### config.mk
export PLATFORM = sky130hd
export DESIGN_NAME = efind_row_update
export DESIGN_NICKNAME = d
export VERILOG_FILES = /design/src/hdl/efind_pkg.sv /design/src/hdl/efind_row_update.sv
export SDC_FILE = /design/constraint.sdc
export NUM_CORES = 1
export LEC_CHECK = 0
export ABC_AREA = 1
export BUFFER_PORTS_ARGS = -buffer_cell sky130_fd_sc_hd__clkbuf_2
export CAP_MARGIN = 20
export CORE_AREA = 2 2 213 215
export DETAILED_ROUTE_END_ITERATION = 10
export DIE_AREA = 0 0 215 217
export PLACE_DENSITY = 0.49
export SETUP_SLACK_MARGIN = 0.5
export SYNTH_ARGS = -nofsm -noshare
export SYNTH_HDL_FRONTEND = slang
export SYNTH_SLANG_ARGS = --single-unit
### constraint.sdc
create_clock -name vclk -period 3.8
set_input_delay 0.38 -clock vclk [all_inputs]
set_output_delay 0.38 -clock vclk [all_outputs]
set_load 0.005 [all_outputs]
### src/hdl/efind_pkg.sv
// Shared types and constants for the essential fault finder.
// Used by the interfaces, the row memory, the row update logic and the top level.
`timescale 1ns / 1ps
`default_nettype none
package efind_pkg;

  localparam int MAX_VECTORS = 256;
  localparam int MAX_FAULTS  = 4096;
  localparam int VEC_W       = $clog2(MAX_VECTORS);
  localparam int FLT_W       = $clog2(MAX_FAULTS);
  localparam int CNT_W       = 9;
  localparam int OTHER_W     = 8;
  localparam logic [CNT_W-1:0]   COUNT_MAX = {CNT_W{1'b1}};
  localparam logic [OTHER_W-1:0] OTHER_MAX = {OTHER_W{1'b1}};

  typedef enum logic [1:0] {
    OP_ENROLL = 2'd0,
    OP_RECORD = 2'd1,
    OP_QUERY  = 2'd2,
    OP_NONE   = 2'd3
  } op_t;

  typedef enum logic [1:0] {
    ST_CLEAR,
    ST_IDLE,
    ST_MOD
  } state_t;

  // One memory row holds everything known about one fault.
  typedef struct packed {
    logic                   enrolled;
    logic [CNT_W-1:0]       count;
    logic [MAX_VECTORS-1:0] bits;
  } row_t;

  localparam int ROW_W = $bits(row_t);

  typedef struct packed {
    logic               excluded;
    logic               self_detects;
    logic [OTHER_W-1:0] other_count;
    logic               status;
  } result_t;

endpackage
`default_nettype wire

### src/hdl/efind_row_update.sv
// Modify step of the read-modify-write: new row contents and the result item.
// Depends on efind_pkg.
`timescale 1ns / 1ps
`default_nettype none
module efind_row_update (
  input  wire efind_pkg::op_t             op,
  input  wire [efind_pkg::VEC_W-1:0]      vec,
  input  wire efind_pkg::row_t            row_in,
  output efind_pkg::row_t                 row_out,
  output efind_pkg::result_t              result
);
  import efind_pkg::*;

  logic             self_bit;
  logic [CNT_W-1:0] diff;

  assign self_bit = row_in.bits[vec];

  always_comb begin
    row_out = row_in;
    result  = '0;
    diff    = '0;
    case (op)
      OP_ENROLL: begin
        row_out.enrolled = 1'b1;
      end
      OP_RECORD: begin
        if (self_bit) begin
          result.status = 1'b1;
        end else begin
          row_out.bits[vec] = 1'b1;
          if (row_in.count != COUNT_MAX) begin
            row_out.count = row_in.count + CNT_W'(1);
          end
        end
      end
      OP_QUERY: begin
        if (row_in.count >= CNT_W'(self_bit)) begin
          diff = row_in.count - CNT_W'(self_bit);
        end
        result.self_detects = self_bit;
        if (diff > CNT_W'(OTHER_MAX)) begin
          result.other_count = OTHER_MAX;
        end else begin
          result.other_count = diff[OTHER_W-1:0];
        end
        result.excluded = row_in.enrolled && (diff == '0);
      end
      default: begin
        result = '0;
      end
    endcase
  end

endmodule
`default_nettype wire

==> results.json, run 1 <==
{
  "comb_power_share_pct": 100.0,
  "rsz0062_at_grt": "true",
  "clock_buffers": 0,
  "drive_gt1_share_pct": 49.17,
  "yosysMostFrequentCell": "nand2_1",
  "die_w_um": 215,
  "p_leak_nw": 6.989,
  "core_mm2": 0.04470,
  "gr-usage-all-layers_pct": 25.10,
  "seq_area_frac_synth_pct": 0,
  "antenna_found_initial": 8,
  "fin_area_mm2": 0.01339,
  "cap_violations": 0,
  "postSynthCellCount": 1321,
  "rows": 78,
  "p_per_area_mw_per_mm2": 128.8,
  "post-route-period-util_pct": 95.19,
  "fillers": 5165,
  "dp.cells": 2501,
  "seqCellArea_um2": 0,
  "grt_pass1_wl_mm": 83.46,
  "synth_area_leaders": "nand2_1, o21bai_1, o21ai_0",
  "ctsHoldBuffers": 0,
  "clkPwrFrac_pct": 0,
  "die_area_mm2": 0.04666,
  "wl_met2_mm": 29.32,
  "timing_worst_slew_pin_value_ps": 938.7,
  "peakVddDrop_uv": 45.91,
  "synth-warning-count": 0,
  "ioPinCount": 553,
  "dr.pass1.iters": 7,
  "drv_slew": 0,
  "worstPathRequired_ps": 3420,
  "multi_input_area_mm2": 0.006491,
  "m1WireLength_mm": 26.22,
  "final_cells": 2593,
  "numPortBuffers": 553,
  "vias_per_cell": 4.643,
  "synth_top_area_cell": "nand2_1",
  "crit_path_start": "vec[0]",
  "power.share.sequential_pct": 0,
  "status": "finished, final reports clean",
  "grt-ovfl-total": 0,
  "synth_fp_nets": 1600,
  "wl_per_cell_um": 24.58,
  "top_layer_used": "met5",
  "critical_path_class": "in2out",
  "dp_hpwl_mm": 47.76,
  "p_int_uw": 816.3,
  "utilization_pct": 29.96,
  "cp_max_fo": 16,
  "arrival_ps": 3240,
  "ant_nets": 0,
  "avgSynthCellArea_um2": 4.574,
  "chipHeight_um": 217,
  "switchingPower_uw": 908.1,
  "place_area_mm2": 0.01017,
  "endpoint": "result[10]",
  "grt_max_degree": 40,
  "worst_hold_slack_ps": 1030,
  "synth_top_area_share_pct": 37.15,
  "grt_pass1_vias": 11175,
  "finalWeightedCongestion": 0.9188,
  "relSlewSlack_pct": 37.19,
  "num_vias": 12040,
  "area_delta_synth_final_pct": 121.6,
  "seq_cells": 0,
  "post_synth_num_cell_types": 27,
  "finalWirelength_mm": 63.74,
  "hold_violations": 0,
  "place_worst_setup_slack_ps": -303.6,
  "hp-class": "in2out",
  "num-nets-final": 2272,
  "drtIter0Drc": 967,
  "cp-end-kind": "primary output",
  "startpoint_type": "input port",
  "switching_share_pct": 52.66,
  "syn_area_mm2": 0.006042,
  "initial_utilization_pct": 13.52,
  "route.detailed.drc": 0,
  "finalSetupViolCount": 0,
  "timing.fmax_mhz": 276.4,
  "met3WireLength_mm": 5.067,
  "period_needed_ps": 3617,
  "ys_top_cells_by_count": "nand2_1, o21bai_1, o21ai_0",
  "fin_ws_ps": 182.6
}
## what timing repair did
item,in CTS,in global routing
gates resized for setup,215,496
endpoints found under the hold margin,0,0
endpoints found under the setup margin,246,264
setup buffers,24,32
pin swaps,44,89
cloned,23,11
## placed cells by master (no fill, tap or decap), drive strengths merged, types with 5 or more instances in the layout
| master | instances |
|---|---|
| o21bai | 162 |
| o31ai | 7 |
| inv | 154 |
| a21oi | 6 |
| nor2 | 78 |
| nor3 | 7 |
| nand3 | 22 |
| nand2 | 607 |
| clkbuf | 405 |
| o21ai | 193 |
| clkinv | 5 |
| buf | 326 |
## how the worst min path moves through the flow
stage / startpoint / endpoint / slack (ps) / cells past startpoint
5_1_grt: row_in[190] / row_out[190] / 1050 / 4
6_report: row_in[190] / row_out[190] / 1030 / 4
3_3_place_gp: row_in[92] / row_out[92] / 1040 / 4
2_1_floorplan: op[0] / row_out[265] / 830 / 1
4_1_cts: row_in[92] / row_out[92] / 1040 / 4
3_5_place_dp: row_in[92] / row_out[92] / 1040 / 4
## per-layer routing
| metal | vias up | GRT usage (%) |
|---|---|---|
| met3 | 138 | 3.941 |
| met1 | 5606 | 31.96 |
| met5 | - | 0 |
| met4 | 10 | 9.448 |
| li1 | 5595 | - |
| met2 | 691 | 42.63 |
## per-stage QoR
step | power (mW) | setup TNS [ps]
after floorplan | 0.5073 | 0
final | 1.724 | 0
after global routing | 1.837 | 0
after global placement | 1.154 | -967.7
after CTS | 1.401 | 0
after detailed placement | 1.151 | -863.9
## kinds of logic (layout without fill, tap and decap cells)
kind of cell,Yosys count,in the layout,synth area share [%]
buffers and inverters,223,891,14.81
xor gates and xnor gates,4,4,0.5798
and+or+nand+nor,720,722,46.16
adders and majority gates,3,3,0.6213
AOI/OAI and AO/OA,371,371,37.83
other,0,2,0
## cell type report
| class | instances | share of cell area (%) |
|---|---|---|
| Antenna cell | 2 | 0.03738 |
| Inverter | 159 | 4.607 |
| Multi-Input combinational cell | 1100 | 48.48 |
| Tap cell | 600 | 5.606 |
| Timing Repair Buffer | 732 | 41.27 |
## power groups by stage
| stage | clock network [mW] | registers (mW) | logic, mW |
|---|---|---|---|
| 4_1_cts | 0 | 0 | 1.40 |
| 3_3_place_gp | 0 | 0 | 1.15 |
| 2_1_floorplan | 0 | 0 | 0.507 |
| 5_1_grt | 0.0000000210 | 0 | 1.84 |
| 6_report | 0.0000000203 | 0 | 1.72 |
| 3_5_place_dp | 0 | 0 | 1.15 |
## worst max-delay path, cell delays in order
cell     delay [ps]
buf_16          150
buf_16          160
buf_16          160
o21ai_0         190
nand2_1          70
nand2_1          60
nand2_1          40
nand2_1          60
o21ai_1          70
nand2_1         110
nor2_1           60
nor2_1          140
nor2_2           70
nand2_4         110
ha_4            160
nand3_4          90
nor3_4          160
inv_2            70
nor2_4           90
inv_2            50
nor2_2          110
inv_2            70
buf_6           130
nand2_2          60
nand4_1         100
nor2_1          150
buf_2           130
Power figures use the tool's default switching activity.
==> run 2: changes to the inputs <==
--- a/config.mk
+++ b/config.mk
@@ -12,6 +12,7 @@
 export DETAILED_ROUTE_END_ITERATION = 10
 export DIE_AREA = 0 0 215 217
 export PLACE_DENSITY = 0.49
+export RECOVER_POWER = 100
 export SETUP_SLACK_MARGIN = 0.5
 export SYNTH_ARGS = -nofsm -noshare
 export SYNTH_HDL_FRONTEND = slang
==> constraint.sdc (replaced) <==
create_clock -name vclk -period 4
set_input_delay 0.4 -clock vclk [all_inputs]
set_output_delay 0.4 -clock vclk [all_outputs]
set_load 0.005 [all_outputs]
==> run 2 against run 1 <==
  * Final cell count down 2.4%
  * Via count fell by 5.6%
  * Core utilization fell by 5.4 points
  * Critical endpoint unchanged
  * Largest cell class unchanged
  * Setup slack gained 37 ps
  * First-iteration DRC count is 12% lower
  * Power fell by 27%
  * Critical path type unchanged
  * Non-clock buffer count is 60 lower
  * Critical path depth increased by 1
  * Die area is the same
==> results.json, run 2 (synthesized netlist as in run 1, its figures left out) <==
{
  "core_mm2": 0.04470,
  "hp-class": "in2out",
  "ctsHoldBuffers": 0,
  "arrival_ps": 3380,
  "grt_pass1_wl_mm": 79.41,
  "ioPinCount": 553,
  "drv_slew": 0,
  "num_vias": 11368,
  "worst_hold_slack_ps": 1058,
  "drtIter0Drc": 853,
  "die_w_um": 215,
  "route.detailed.drc": 0,
  "status": "finished, final reports clean",
  "chipHeight_um": 217,
  "clock_buffers": 0,
  "mostFrequentLayoutCells": "nand2_1, clkbuf_2, o21bai_1, inv_1, o21ai_0",
  "drive_gt1_share_pct": 38.62,
  "grt_pass1_vias": 10681,
  "ant_nets": 0,
  "final_common_cell": "nand2_1",
  "relSlewSlack_pct": 47.24,
  "place_area_mm2": 0.01016,
  "utilization_pct": 24.54,
  "critical_path_class": "in2out",
  "finalWeightedCongestion": 0.9646,
  "cap_violations": 0,
  "vias_per_cell": 4.493,
  "min_to": "row_out[265]",
  "peakVddDrop_uv": 38.03,
  "grt-ovfl-total": 0,
  "num-nets-final": 2210,
  "p_per_area_mw_per_mm2": 114.2,
  "startpoint_type": "input port",
  "antenna_found_initial": 3,
  "seqCellArea_um2": 0,
  "cp-end-kind": "primary output",
  "cp_max_fo": 8,
  "seq_cells": 0,
  "die_area_mm2": 0.04666,
  "finalWirelength_mm": 59.58,
  "timing.fmax_mhz": 264.5,
  "hp-start": "op[0]",
  "rows": 78,
  "fillers": 5389,
  "dr.pass1.iters": 5,
  "grt_max_degree": 37,
  "gr-usage-all-layers_pct": 23.76,
  "rsz0062_at_grt": "true",
  "wl_per_cell_um": 23.55,
  "post-route-period-util_pct": 94.51,
  "period_needed_ps": 3780,
  "fin_area_mm2": 0.01097,
  "hold_violations": 0,
  "numPortBuffers": 553,
  "finalSetupViolCount": 0,
  "worstPathRequired_ps": 3600,
  "p_leak_nw": 6.111,
  "dp_hpwl_mm": 48.24,
  "timing_worst_slew_pin_value_ps": 789.5,
  "area_delta_synth_final_pct": 81.55,
  "hold_depth": 3,
  "initial_utilization_pct": 13.52
}
## run 2: cell types whose count changed in the layout (fill, tap and decap cells not counted), moves of 17 or more
cell,before,now
clkbuf_2,396,545
o21ai_0,41,120
buf_2,148,5
o21bai_4,20,1
buf_16,24,6
buf_12,37,15
o21ai_2,83,8
nand2_2,68,17
buf_6,33,12
o21bai_1,142,159
nand2_1,508,576
## run 2: critical path, stage by stage
cell and delay (ps):
buf_16 150, buf_4 170, o21ai_0 350, nand2_1 90, nand2_1 80, nand2_1 50, nand2_1 90, nor2_1 40
nor2_1 80, nor2_1 60, nand2_1 60, nand2_1 60, nand2_2 90, inv_2 50, nand2_4 90, ha_4 140
nand3_1 100, nor3_2 140, inv_1 90, nor2_2 100, inv_1 70, nor2_2 110, inv_2 90, nand3_4 90
o21a_1 160, nand4_1 100, nor2_2 140, clkbuf_2 140
## run 2: worst max path at each step
stage,startpoint,endpoint,slack (ps),depth (start not counted)
after floorplan,vec[1],result[10],550,28
after CTS,vec[0],result[10],270,24
final,vec[0],result[10],220,28
after global routing,vec[0],result[10],-30,30
after global placement,vec[0],result[10],-220,29
after detailed placement,vec[0],result[10],-200,29
## run 2: final cells by class
cell class / count / area [um^2] / area share [%]
multi-input combinational: 1098 / 5466 / 49.83
timing repair buffer: 672 / 4135 / 37.70
tap: 600 / 750.7 / 6.844
antenna: 1 / 2.502 / 0.02281
inverter: 159 / 614.3 / 5.601
## run 2: timing repair
action	in CTS	in global routing
resized for setup	77	71
setup endpoints to repair	108	219
cloned	5	5
setup buffers	5	11
pin swaps	15	20
## run 2: metrics by stage
step           setup TNS (ps)  power, mW  setup WS [ps]  cells
2_1_floorplan               0     0.4809          554.9   1321
3_3_place_gp           -310.5      1.098         -220.5   2503
3_5_place_dp           -288.0      1.096         -195.8   2503
4_1_cts                     0      1.176          271.0   2513
5_1_grt                -44.60      1.360         -27.50   2530
6_report                    0      1.253          219.6   2530
## run 2: power by group
group / leakage [nW] / internal [mW] / switching (mW)
sequential: 0 / 0 / 0
clock: 0.00000634 / 0.0000000334 / 0
combinational: 6.11 / 0.541 / 0.712
total: 6.11 / 0.541 / 0.712
## run 2: layer usage
layer / vias to the layer above / GRT usage (%) / wire length (um)
met2: 618 / 41.06 / 27870
li1: 5424 / - / -
met4: 2 / 5.172 / 1884
met1: 5241 / 31.71 / 25890
met3: 83 / 2.711 / 3932
met5: - / 0 / 9
==> run 3: changes to the inputs <==
--- a/config.mk
+++ b/config.mk
@@ -14,6 +14,7 @@
 export PLACE_DENSITY = 0.49
 export RECOVER_POWER = 100
 export SETUP_SLACK_MARGIN = 0.5
+export SLEW_MARGIN = 20
 export SYNTH_ARGS = -nofsm -noshare
 export SYNTH_HDL_FRONTEND = slang
 export SYNTH_SLANG_ARGS = --single-unit
==> constraint.sdc (replaced) <==
create_clock -name vclk -period 3.6
set_input_delay 0.36 -clock vclk [all_inputs]
set_output_delay 0.36 -clock vclk [all_outputs]
set_load 0.005 [all_outputs]
==> run 3 against run 2 <==
  * The flow now finishes with violations (negative setup slack)
  * Via count up 3.2%
  * Design area up 18%
  * First-iteration DRC count up 14%
  * Sequential share of layout area unchanged
  * Setup slack worse by 400 ps
  * Final cell count up 2.5%
  * Core utilization up 4.3 points
  * Global-route usage up 0.34 points
  * Sequential cell count unchanged
  * Critical endpoint unchanged
==> results.json, run 3 (synthesized netlist as in run 1, its figures left out) <==
{
  "status": "finished with violations",
  "violations": "negative setup slack",
  "fin_setup_tns_ps": -3251,
  "utilization_pct": 28.88,
  "final_cells": 2592,
  "vias_per_cell": 4.525,
  "seqCellArea_um2": 0,
  "initial_utilization_pct": 13.52,
  "grt_pass1_wl_mm": 80.65,
  "grtUsageMet3_pct": 2.628,
  "grt_max_degree": 32,
  "gr-usage-all-layers_pct": 24.10,
  "dp_hpwl_mm": 48.79,
  "wl_per_cell_um": 23.50,
  "period_needed_ps": 3776,
  "drive_gt1_share_pct": 45.91,
  "drv_slew": 0,
  "clock_buffers": 0,
  "timing.fmax_mhz": 264.9,
  "grt-ovfl-total": 0,
  "ioPinCount": 553,
  "core_mm2": 0.04470,
  "rows": 78,
  "hp-class": "in2out",
  "finalWirelength_mm": 60.90,
  "seq_cells": 0,
  "startpoint_type": "input port",
  "dr.pass1.iters": 6,
  "grt_pass1_vias": 10969,
  "worst_hold_slack_ps": 985.0,
  "ant_nets": 0,
  "grt-busiest-layer": "met2",
  "critical_path_class": "in2out",
  "cp_max_fo": 6,
  "die_w_um": 215,
  "grt_util_met1_pct": 31.65,
  "area_delta_synth_final_pct": 113.6,
  "arrival_ps": 3420,
  "num_vias": 11728,
  "route.detailed.drc": 0,
  "cap_violations": 0,
  "rsz0062_at_grt": "true",
  "final_common_cell": "nand2_1",
  "p_leak_nw": 6.804,
  "dp.cells": 2527,
  "finalWeightedCongestion": 0.9257,
  "numPortBuffers": 553,
  "mostFrequentLayoutCells": "nand2_1, clkbuf_2, inv_1, o21bai_1, buf_2",
  "timing_worst_slew_pin_value_ps": 1036,
  "cp-end-kind": "primary output",
  "p_per_area_mw_per_mm2": 129.4,
  "finalSetupViolCount": 106,
  "relSlewSlack_pct": 30.94,
  "post-route-period-util_pct": 104.9,
  "hold_violations": 0,
  "peakVddDrop_uv": 63.73,
  "drtIter0Drc": 972,
  "fin_ws_ps": -175.6,
  "grt_util_met2_pct": 40.90,
  "chipHeight_um": 217,
  "worstPathRequired_ps": 3240,
  "die_area_mm2": 0.04666,
  "hold_depth": 3,
  "num-nets-final": 2272,
  "antenna_found_initial": 1
}
[run 3: cell count changes in the layout (fill, tap and decap cells not counted), sizes merged]
| cell | before | now |
|---|---|---|
| buf | 121 | 268 |
| clkbuf | 550 | 465 |
| clkinv | 5 | 6 |
| inv | 154 | 153 |
[run 3: worst max-delay path, cell delays in order]
cell	delay, ps
buf_16	120
buf_16	150
buf_12	140
buf_4	130
o21ai_1	120
nand2_1	60
nand2_1	60
nand2_1	40
nand2_1	80
o21ai_1	80
nand2_2	130
nor2_1	60
nor2_1	130
nor2_2	70
nand2_4	90
ha_4	150
nand3_4	90
nor3_4	240
buf_4	140
buf_4	90
buf_4	90
buf_4	90
buf_4	90
nand2_1	40
nand3_1	140
nand4_1	120
nor2_2	170
buf_2	130
[run 3: layout make-up]
class                      instances  area, um^2
antenna                            1       2.502
fill                            5265       31790
inverter                         159       614.3
multi-input combinational       1098        6280
tap                              600       750.7
timing repair buffer             734        5260
[run 3: path summary, 6_finish.rpt]
check               from           end  slack, ps
setup / recovery  vec[0]    result[10]       -180
hold / removal     op[0]  row_out[265]        990
[run 3: metal layers]
layer  share of wire (%)  vias up
li1                    -     5564
met1                  43     5396
met2                  46      667
met3                 6.4      101
met4                 4.3        0
met5                   0        -
[run 3: stage by stage]
step | setup WS [ps] | total power, mW | cell area [um^2]
after floorplan | 473.8 | 0.5388 | 6095
after global placement | -480.2 | 1.253 | 10440
after detailed placement | -459.3 | 1.249 | 10440
after CTS | -73.96 | 1.579 | 12270
after global routing | -375.8 | 1.786 | 12910
final | -175.6 | 1.670 | 12910
[run 3: power by group]
group          leakage (nW)  switching, mW  internal (mW)    total [mW]
combinational          6.80          0.902          0.767          1.67
clock            0.00000634              0   0.0000000371  0.0000000372
sequential                0              0              0             0
[run 3: repair_timing]
| action | in CTS | in global routing |
|---|---|---|
| gates cloned | 8 | 7 |
| setup endpoints to repair | 262 | 267 |
| resized for setup | 356 | 206 |
| hold endpoints to repair | 0 | 0 |
| pin swaps | 53 | 64 |
| hold buffers | 0 | 0 |
| buffers inserted | 37 | 12 |
